===== src/rtl/imd_pkg.sv =====
// ----------------------------------------------------------------------------
// imd_pkg - shared types and constants of the ISBN missing digit solver
// Item structs, symbol kinds, status codes and sizing of the datapath.
// ----------------------------------------------------------------------------
package imd_pkg;

  // symbols in one code
  localparam int CODE_LENGTH = 10;

  localparam int SUM_W   = 14;
  localparam int CNT_W   = 4;
  localparam int MOD_W   = 8;
  localparam int DIV_W   = 2 * MOD_W;
  localparam int STEP_W  = $clog2(DIV_W);

  localparam logic [CNT_W-1:0] CODE_LEN_C = CNT_W'(CODE_LENGTH);
  localparam logic [CNT_W-1:0] COUNT_MAX  = '1;
  localparam logic [MOD_W-1:0] MOD_RESET  = MOD_W'(11);

  // symbol kinds
  localparam logic [1:0] KIND_DIGIT   = 2'd0;
  localparam logic [1:0] KIND_UNKNOWN = 2'd1;
  localparam logic [1:0] KIND_END     = 2'd2;

  // result status codes
  localparam logic [1:0] ST_SOLVED     = 2'd0;
  localparam logic [1:0] ST_BAD_LENGTH = 2'd1;
  localparam logic [1:0] ST_MULTI_UNK  = 2'd2;
  localparam logic [1:0] ST_NO_INVERSE = 2'd3;

  typedef struct packed {
    logic [1:0]       kind;
    logic [MOD_W-1:0] digit;
  } in_item_t;

  typedef struct packed {
    logic [1:0]       status;
    logic [MOD_W-1:0] missing_digit;
    logic [3:0]       coefficient;
    logic [MOD_W-1:0] residue;
  } out_item_t;

  // running state of the code being read
  typedef struct packed {
    logic [SUM_W-1:0] weighted_sum;
    logic [CNT_W-1:0] symbol_count;
    logic [1:0]       unknown_count;
    logic [CNT_W-1:0] unknown_position;
  } acc_t;

endpackage


===== src/rtl/isbn_missing_digit_solver.sv =====
// ----------------------------------------------------------------------------
// isbn_missing_digit_solver - solves the single unknown of an ISBN-10 code
// Digit and unknown symbols are taken while busy stays low.
// End symbol: busy rises; the strobe follows the residue division when a
// check fails, else three 16-step divisions and the inverse search.
// Throughput: one symbol per cycle while busy is low; none while busy.
// Reset (rst_n low, synchronous) clears the code state and sets modulus to 11.
// ----------------------------------------------------------------------------
module isbn_missing_digit_solver (
  input  logic                      clk,
  input  logic                      rst_n,
  input  logic                      start,
  output logic                      busy,
  input  imd_pkg::in_item_t         in_data,
  output logic                      out_valid,
  output imd_pkg::out_item_t        out_data,
  input  logic                      cfg_valid,
  output logic                      cfg_ready,
  input  logic [imd_pkg::MOD_W-1:0] cfg_data
);
  import imd_pkg::*;

  logic             take;
  logic             finish;
  logic [MOD_W-1:0] modulus_r;
  acc_t             acc;

  // input transfer
  assign take   = start && !busy;
  assign finish = take && (in_data.kind == KIND_END);

  // modulus register
  assign cfg_ready = !busy;

  always_ff @(posedge clk) begin
    if (!rst_n) begin
      modulus_r <= MOD_RESET;
    end else if (cfg_valid && cfg_ready) begin
      modulus_r <= cfg_data;
    end
  end

  imd_accum u_accum (
    .clk   (clk),
    .rst_n (rst_n),
    .take  (take),
    .item  (in_data),
    .acc   (acc)
  );

  imd_seq u_seq (
    .clk       (clk),
    .rst_n     (rst_n),
    .finish    (finish),
    .acc       (acc),
    .modulus   (modulus_r),
    .busy      (busy),
    .res_valid (out_valid),
    .res       (out_data)
  );

endmodule


===== src/rtl/imd_csub.sv =====
// ----------------------------------------------------------------------------
// imd_csub - shared compare and subtract unit
// Reduces a value below twice the modulus into the range 0 .. modulus-1.
// ----------------------------------------------------------------------------
module imd_csub (
  input  logic [imd_pkg::MOD_W:0]   a,
  input  logic [imd_pkg::MOD_W-1:0] m,
  output logic [imd_pkg::MOD_W-1:0] r
);
  import imd_pkg::*;

  logic [MOD_W:0] diff;

  // one conditional subtract
  assign diff = a - {1'b0, m};
  assign r    = (a >= {1'b0, m}) ? diff[MOD_W-1:0] : a[MOD_W-1:0];

endmodule


===== src/rtl/imd_accum.sv =====
// ----------------------------------------------------------------------------
// imd_accum - symbol accumulator
// Keeps the position weighted sum, symbol count and first unknown position.
// ----------------------------------------------------------------------------
module imd_accum (
  input  logic              clk,
  input  logic              rst_n,
  input  logic              take,
  input  imd_pkg::in_item_t item,
  output imd_pkg::acc_t     acc
);
  import imd_pkg::*;

  acc_t              acc_r, acc_nxt;
  logic [CNT_W-1:0]  weight;
  logic [CNT_W+MOD_W-1:0] term;

  // weight of the current position, from 1
  assign weight = acc_r.symbol_count + CNT_W'(1);
  assign term   = weight * item.digit;

  always_comb begin
    acc_nxt = acc_r;
    if (take) begin
      unique case (item.kind)
        KIND_DIGIT: begin
          if (acc_r.symbol_count < CODE_LEN_C) begin
            acc_nxt.weighted_sum = acc_r.weighted_sum + SUM_W'(term);
          end
          if (acc_r.symbol_count != COUNT_MAX) begin
            acc_nxt.symbol_count = weight;
          end
        end
        KIND_UNKNOWN: begin
          if (acc_r.unknown_count == 2'd0) begin
            acc_nxt.unknown_position = acc_r.symbol_count;
          end
          if (acc_r.unknown_count < 2'd2) begin
            acc_nxt.unknown_count = acc_r.unknown_count + 2'd1;
          end
          if (acc_r.symbol_count != COUNT_MAX) begin
            acc_nxt.symbol_count = weight;
          end
        end
        KIND_END: begin
          acc_nxt = '0;
        end
        default: begin
          acc_nxt = acc_r;
        end
      endcase
    end
  end

  always_ff @(posedge clk) begin
    if (!rst_n) begin
      acc_r <= '0;
    end else begin
      acc_r <= acc_nxt;
    end
  end

  assign acc = acc_r;

endmodule


===== src/rtl/imd_seq.sv =====
// ----------------------------------------------------------------------------
// imd_seq - end of code sequencer
// Drives the shared compare and subtract unit through residue, coefficient
// reduction, inverse search and the final product reduction.
// ----------------------------------------------------------------------------
module imd_seq (
  input  logic                      clk,
  input  logic                      rst_n,
  input  logic                      finish,
  input  imd_pkg::acc_t             acc,
  input  logic [imd_pkg::MOD_W-1:0] modulus,
  output logic                      busy,
  output logic                      res_valid,
  output imd_pkg::out_item_t        res
);
  import imd_pkg::*;

  typedef enum logic [5:0] {
    S_IDLE = 6'b000001,
    S_RES  = 6'b000010,
    S_COEF = 6'b000100,
    S_SRCH = 6'b001000,
    S_MISS = 6'b010000,
    S_OUT  = 6'b100000
  } state_t;

  state_t            state_r, state_nxt;
  logic [DIV_W-1:0]  div_r, div_nxt;
  logic [MOD_W-1:0]  rem_r, rem_nxt;
  logic [STEP_W-1:0] cnt_r, cnt_nxt;
  logic [MOD_W-1:0]  cred_r, cred_nxt;
  logic [MOD_W-1:0]  prod_r, prod_nxt;
  logic [MOD_W-1:0]  k_r, k_nxt;
  logic              len_bad_r, len_bad_nxt;
  logic              multi_r, multi_nxt;
  out_item_t         res_r, res_nxt;

  logic [MOD_W:0]    unit_a;
  logic [MOD_W-1:0]  unit_r;
  logic [MOD_W-1:0]  neg;
  logic              small_mod;

  assign small_mod = (modulus < MOD_W'(2));
  assign neg       = (res_r.residue == '0) ? '0 : modulus - res_r.residue;

  // operand select for the shared unit
  always_comb begin
    if (state_r == S_SRCH) begin
      unit_a = {1'b0, prod_r} + {1'b0, cred_r};
    end else begin
      unit_a = {rem_r, div_r[DIV_W-1]};
    end
  end

  imd_csub u_csub (
    .a (unit_a),
    .m (modulus),
    .r (unit_r)
  );

  // sequencer
  always_comb begin
    state_nxt   = state_r;
    div_nxt     = div_r;
    rem_nxt     = rem_r;
    cnt_nxt     = cnt_r;
    cred_nxt    = cred_r;
    prod_nxt    = prod_r;
    k_nxt       = k_r;
    len_bad_nxt = len_bad_r;
    multi_nxt   = multi_r;
    res_nxt     = res_r;

    unique case (state_r)
      S_IDLE: begin
        if (finish) begin
          div_nxt               = DIV_W'(acc.weighted_sum);
          rem_nxt               = '0;
          cnt_nxt               = '1;
          len_bad_nxt           = (acc.symbol_count != CODE_LEN_C);
          multi_nxt             = (acc.unknown_count > 2'd1);
          res_nxt.missing_digit = '0;
          res_nxt.coefficient   = (acc.unknown_count != 2'd0) ?
                                  acc.unknown_position + 4'd1 : 4'd0;
          state_nxt             = S_RES;
        end
      end

      S_RES: begin
        rem_nxt = unit_r;
        div_nxt = div_r << 1;
        cnt_nxt = cnt_r - STEP_W'(1);
        if (cnt_r == '0) begin
          res_nxt.residue = small_mod ? '0 : unit_r;
          priority if (len_bad_r) begin
            res_nxt.status = ST_BAD_LENGTH;
            state_nxt      = S_OUT;
          end else if (multi_r) begin
            res_nxt.status = ST_MULTI_UNK;
            state_nxt      = S_OUT;
          end else if (res_r.coefficient == 4'd0 || small_mod) begin
            res_nxt.status = ST_NO_INVERSE;
            state_nxt      = S_OUT;
          end else begin
            div_nxt   = DIV_W'(res_r.coefficient);
            rem_nxt   = '0;
            cnt_nxt   = '1;
            state_nxt = S_COEF;
          end
        end
      end

      S_COEF: begin
        rem_nxt = unit_r;
        div_nxt = div_r << 1;
        cnt_nxt = cnt_r - STEP_W'(1);
        if (cnt_r == '0) begin
          cred_nxt  = unit_r;
          prod_nxt  = unit_r;
          k_nxt     = MOD_W'(1);
          state_nxt = S_SRCH;
        end
      end

      // trial search: prod holds k * coefficient mod modulus
      S_SRCH: begin
        priority if (prod_r == MOD_W'(1)) begin
          div_nxt   = neg * k_r;
          rem_nxt   = '0;
          cnt_nxt   = '1;
          state_nxt = S_MISS;
        end else if (k_r == modulus - MOD_W'(1)) begin
          res_nxt.status = ST_NO_INVERSE;
          state_nxt      = S_OUT;
        end else begin
          prod_nxt = unit_r;
          k_nxt    = k_r + MOD_W'(1);
        end
      end

      S_MISS: begin
        rem_nxt = unit_r;
        div_nxt = div_r << 1;
        cnt_nxt = cnt_r - STEP_W'(1);
        if (cnt_r == '0) begin
          res_nxt.missing_digit = unit_r;
          res_nxt.status        = ST_SOLVED;
          state_nxt             = S_OUT;
        end
      end

      S_OUT: begin
        state_nxt = S_IDLE;
      end

      default: begin
        state_nxt = S_IDLE;
      end
    endcase
  end

  always_ff @(posedge clk) begin
    if (!rst_n) begin
      state_r <= S_IDLE;
    end else begin
      state_r <= state_nxt;
    end
  end

  // datapath registers
  always_ff @(posedge clk) begin
    div_r     <= div_nxt;
    rem_r     <= rem_nxt;
    cnt_r     <= cnt_nxt;
    cred_r    <= cred_nxt;
    prod_r    <= prod_nxt;
    k_r       <= k_nxt;
    len_bad_r <= len_bad_nxt;
    multi_r   <= multi_nxt;
    res_r     <= res_nxt;
  end

  assign busy      = (state_r != S_IDLE);
  assign res_valid = (state_r == S_OUT);
  assign res       = res_r;

endmodule


===== config.mk =====
export PLATFORM = sky130hd
export DESIGN_NAME = isbn_missing_digit_solver
export DESIGN_NICKNAME = d
export VERILOG_FILES = /design/src/rtl/imd_pkg.sv /design/src/rtl/isbn_missing_digit_solver.sv /design/src/rtl/imd_csub.sv /design/src/rtl/imd_accum.sv /design/src/rtl/imd_seq.sv
export SDC_FILE = /design/constraint.sdc
export NUM_CORES = 1
export LEC_CHECK = 0
export ABC_AREA = 0
export BUFFER_PORTS_ARGS = -buffer_cell sky130_fd_sc_hd__buf_2
export CAP_MARGIN = 40
export CORE_MARGIN = 2
export CORE_UTILIZATION = 45
export DETAILED_ROUTE_END_ITERATION = 10
export PLACE_DENSITY = 0.66
export SETUP_SLACK_MARGIN = 0.02
export SYNTH_ARGS = -nofsm -noshare
export SYNTH_HDL_FRONTEND = slang
export SYNTH_SLANG_ARGS = --single-unit

===== constraint.sdc =====
create_clock -name clk -period 9.1 [get_ports clk]
set_input_delay 0 -clock clk [delete_from_list [all_inputs] [get_ports clk]]
set_output_delay 0 -clock clk [all_outputs]
set_load 0.05 [all_outputs]

==> flow_metrics.py <==
metrics = {
    "routing": {
        "ant_nets": 0,
        "totalWireLength_mm": 22.7,
        "drcViolationCount": 0,
        "wl_per_cell_microns": 16.5,
        "dr_total_vias": 7751,
        "drt_first_pass_iters": 5,
        "routed_via_density": 5.65,
        "first_iter_violations": 501,
    },
    "die": {
        "fp-row-count": 54,
        "die_h_microns": 152,
        "die_x_microns": 152,
        "dieArea_sq_um": 23100,
        "io_pins": 47,
        "initial_core_util": 0.455,
        "core_sq_um": 21700,
    },
    "run": {
        "max_cap_viol_count": 0,
    },
    "worst_setup_path": {
        "critPathSlowestCell": "o21ai_0",
        "cp_data_required_time_ns": 9.27,
        "r2r_cells": 23,
        "crit_top_cell": "fa_1",
        "critPathMaxFanout": 8,
        "worstPathArrival_ns": 6.47,
        "critPathKind": "reg2reg",
        "worst_setup_path_end_kind": "flop",
        "slowest_delay_ns": 0.60,
        "path_cells": "inv_1 > ha_1 > inv_1 > fa_1 > a21o_1 > a21oi_1 > nor2b_1 > o21a_1 > o21ai_0 > and4_1 > fa_1 > fa_1 > fa_1 > inv_1 > fa_1 > inv_1 > ha_1 > o21a_1 > o21a_1 > o22a_1 > a41oi_1 > xor2_1 > o21ai_0",
        "start_kind": "flop",
        "r2r-start": "modulus_r[0]$_SDFFE_PN1P_",
        "critPathBufInv": 4,
        "reg2reg_slack_ns": 2.80,
        "cp_top_family": "adder cells",
        "regToRegEndpoint": "u_seq.div_r[14]$_DFFE_PP_",
    },
    "pwr": {
        "p_leak_nw": 4.78,
        "switching_share": 0.382,
        "p_switching_mw": 0.874,
        "p_comb_frac": 0.450,
        "power_density_nw_per_um2": 206,
        "p_int_mw": 1.41,
        "p_seq_frac": 0.252,
        "p_clk_frac": 0.298,
        "ir_worst_vdd_mv": 0.169,
    },
    "synthesis": {
        "yosysTopAreaCell": "edfxtp_1",
        "synth_cell_type_count": 74,
        "synthCells": 1035,
        "ys.flop_type": "edfxtp_1",
        "synth-edff-count": 76,
        "yosysTopAreaCellShare": 0.232,
        "yosysSeqAreaShare": 0.309,
        "ys_top_cells_by_area": "edfxtp_1 23%, fa_1 12%, ha_1 11%, dfxtp_1 7.7%, inv_1 4.4%",
        "synth_warnings": 0,
        "synthesis.area_sq_um": 9860,
        "ys_async_sr_fraction": 0,
        "syn_avg_cell_area_sq_um": 9.52,
        "synth_nets": 1206,
        "ys_ff_latch": 114,
    },
    "min_path": {
        "hold_path.class": "in2reg",
        "hold-path-endpoint": "u_accum.acc[5]$_SDFFE_PN0P_",
        "hold_depth": 4,
        "min_from": "start",
    },
    "final_layout": {
        "nets": 1251,
        "area_growth_syn_to_layout_pct": 12.4,
        "regArea_sq_um": 3040,
        "final_common_cell": "inv_1",
        "num_antenna_cells": 0,
        "drive_gt1_frac": 0.0942,
        "multi_input_area_sq_um": 6190,
        "nFillCells": 1990,
        "most-common-layout-cells": "116 x inv_1, 89 x ha_1, 76 x edfxtp_1",
        "post-route-util": 0.511,
    },
    "clock_network": {
        "cts_tree": "yes",
        "postCtsSetupBuffers": 0,
        "clk_pin_slew_ns": 0.06,
        "clock_path_buffers": 2,
        "clock_latency_ns": 0.42,
        "root_buffer": "clkbuf_16",
        "h-tree-depth": 4,
        "cts_buffers": 17,
        "clock_sinks": 114,
    },
    "sta": {
        "fin_crit_sh": 0.692,
        "post-route-min-period_ns": 6.30,
        "setup-tns-final_ns": 0,
        "max_freq_mhz": 159,
        "worst_pin_slew_ns": 0.923,
        "rsz0062_at_grt": "no",
        "layout_setup_ws_ns": 2.80,
        "hold_viol_final": 0,
        "slew_viol_final": 0,
        "fin_skew_ns": 0.00954,
        "max_slew_margin": 0.384,
        "setup_viol": 0,
    },
    "global_route": {
        "met2_usage": 0.314,
        "grt_max_degree": 57,
        "grt_use_met3": 0.0265,
        "grt_pass1_wl_mm": 38.2,
        "grt_remaining_overflow": 0,
        "track_usage": 0.201,
        "antenna_found_initial": 0,
        "grt_use_met1": 0.291,
        "grt_pass1_vias": 7630,
        "grt-busiest-layer": "met2",
    },
    "place": {
        "pre_cts_ws_ns": 2.85,
        "gp_congestion": 0.834,
        "port_buffers": 46,
        "hpwl_mm": 17.0,
    },
    "status": {
        "status": "completed",
    },
}
## area by class of cell
type / instances / area share
Timing Repair Buffer: 70 / 0.0419
Tap cell: 280 / 0.0316
Inverter: 116 / 0.0393
Sequential cell: 114 / 0.275
Clock buffer: 17 / 0.0384
Clock inverter: 15 / 0.0156
Multi-Input combinational cell: 761 / 0.559
## worst max-delay path by stage
stage / endpoint / cells past startpoint / startpoint
after floorplan: u_seq.div_r[14]$_DFFE_PP_ / 23 / u_seq.res[0]$_SDFFCE_PN0P_
after global placement: u_seq.div_r[14]$_DFFE_PP_ / 23 / modulus_r[0]$_SDFFE_PN1P_
after detailed placement: u_seq.div_r[14]$_DFFE_PP_ / 23 / modulus_r[0]$_SDFFE_PN1P_
after CTS: u_seq.div_r[14]$_DFFE_PP_ / 23 / modulus_r[0]$_SDFFE_PN1P_
after global routing: u_seq.div_r[15]$_DFFE_PP_ / 23 / modulus_r[0]$_SDFFE_PN1P_
final: u_seq.div_r[14]$_DFFE_PP_ / 23 / modulus_r[0]$_SDFFE_PN1P_
## state kept, by name, summed over array words and instances, names as in the netlist, 8 cells and up
signal	cells
modulus_r	8
u_accum.acc	24
u_seq.cred_r	8
u_seq.div_r	16
u_seq.k_r	8
u_seq.prod_r	8
u_seq.rem_r	8
u_seq.res	22
## per-layer routing
layer	routed length [microns]	vias to the layer above	share of wire
li1	-	3749	-
met2	10300	208	0.45
met5	0	-	0
met1	11000	3764	0.48
met3	965	30	0.042
met4	410	0	0.018
## what timing repair did
item / in CTS / in global routing
hold buffers: 17 / 0
hold endpoints to repair: 9 / 0
setup endpoints to repair: 0 / 0
gates resized for setup: 0 / 0
## tightest hold or removal path, stage by stage
cell	delay [ns]
buf_2	0.11
a41oi_1	0.10
o21ai_0	0.13
and2_1	0.12
## cell usage after synthesis (all sizes together) (23+ instances only)
master and count:
and3 44, and2 23, fa 60, inv 116, edfxtp 76, dfxtp 38
xnor2 30, nand2 65, ha 89, a21oi 32, nand3 43, nor2b 27
clkbuf 33, o21ai 49, nor2 68
## stage by stage
| stage | hold slack, ns | cells | area (sq um) | power (mW) |
|---|---|---|---|---|
| after floorplan | 0.148 | 1035 | 9860 | 1.38 |
| after global placement | 0.247 | 1322 | 10300 | 1.61 |
| after detailed placement | 0.241 | 1324 | 10300 | 1.61 |
| after CTS | 0.0507 | 1373 | 11100 | 2.30 |
| after global routing | 0.120 | 1373 | 11100 | 2.49 |
| final | 0.0711 | 1373 | 11100 | 2.29 |
## power by group through the flow
stage               registers, mW  logic, mW  clock network (mW)
finish                      0.576       1.03               0.682
global route                0.577       1.20               0.714
CTS                         0.576       1.04               0.692
detailed placement          0.587       1.02                   0
global placement            0.587       1.02                   0
floorplan                   0.587      0.797                   0
## kinds of logic (layout without fill, tap and decap cells)
| group | after synthesis | in the layout | synth area share |
|---|---|---|---|
| XOR/XNOR | 50 | 50 | 0.0444 |
| adder cells (fa/ha/maj) | 149 | 149 | 0.235 |
| multiplexers | 17 | 17 | 0.0189 |
| AO/OA/AOI/OAI | 184 | 184 | 0.129 |
| buffers and inverters | 160 | 218 | 0.0636 |
| AND/OR/NAND/NOR | 361 | 361 | 0.201 |
| flip-flops | 114 | 114 | 0.309 |
Note: power is estimated with default switching activity, not from simulation.
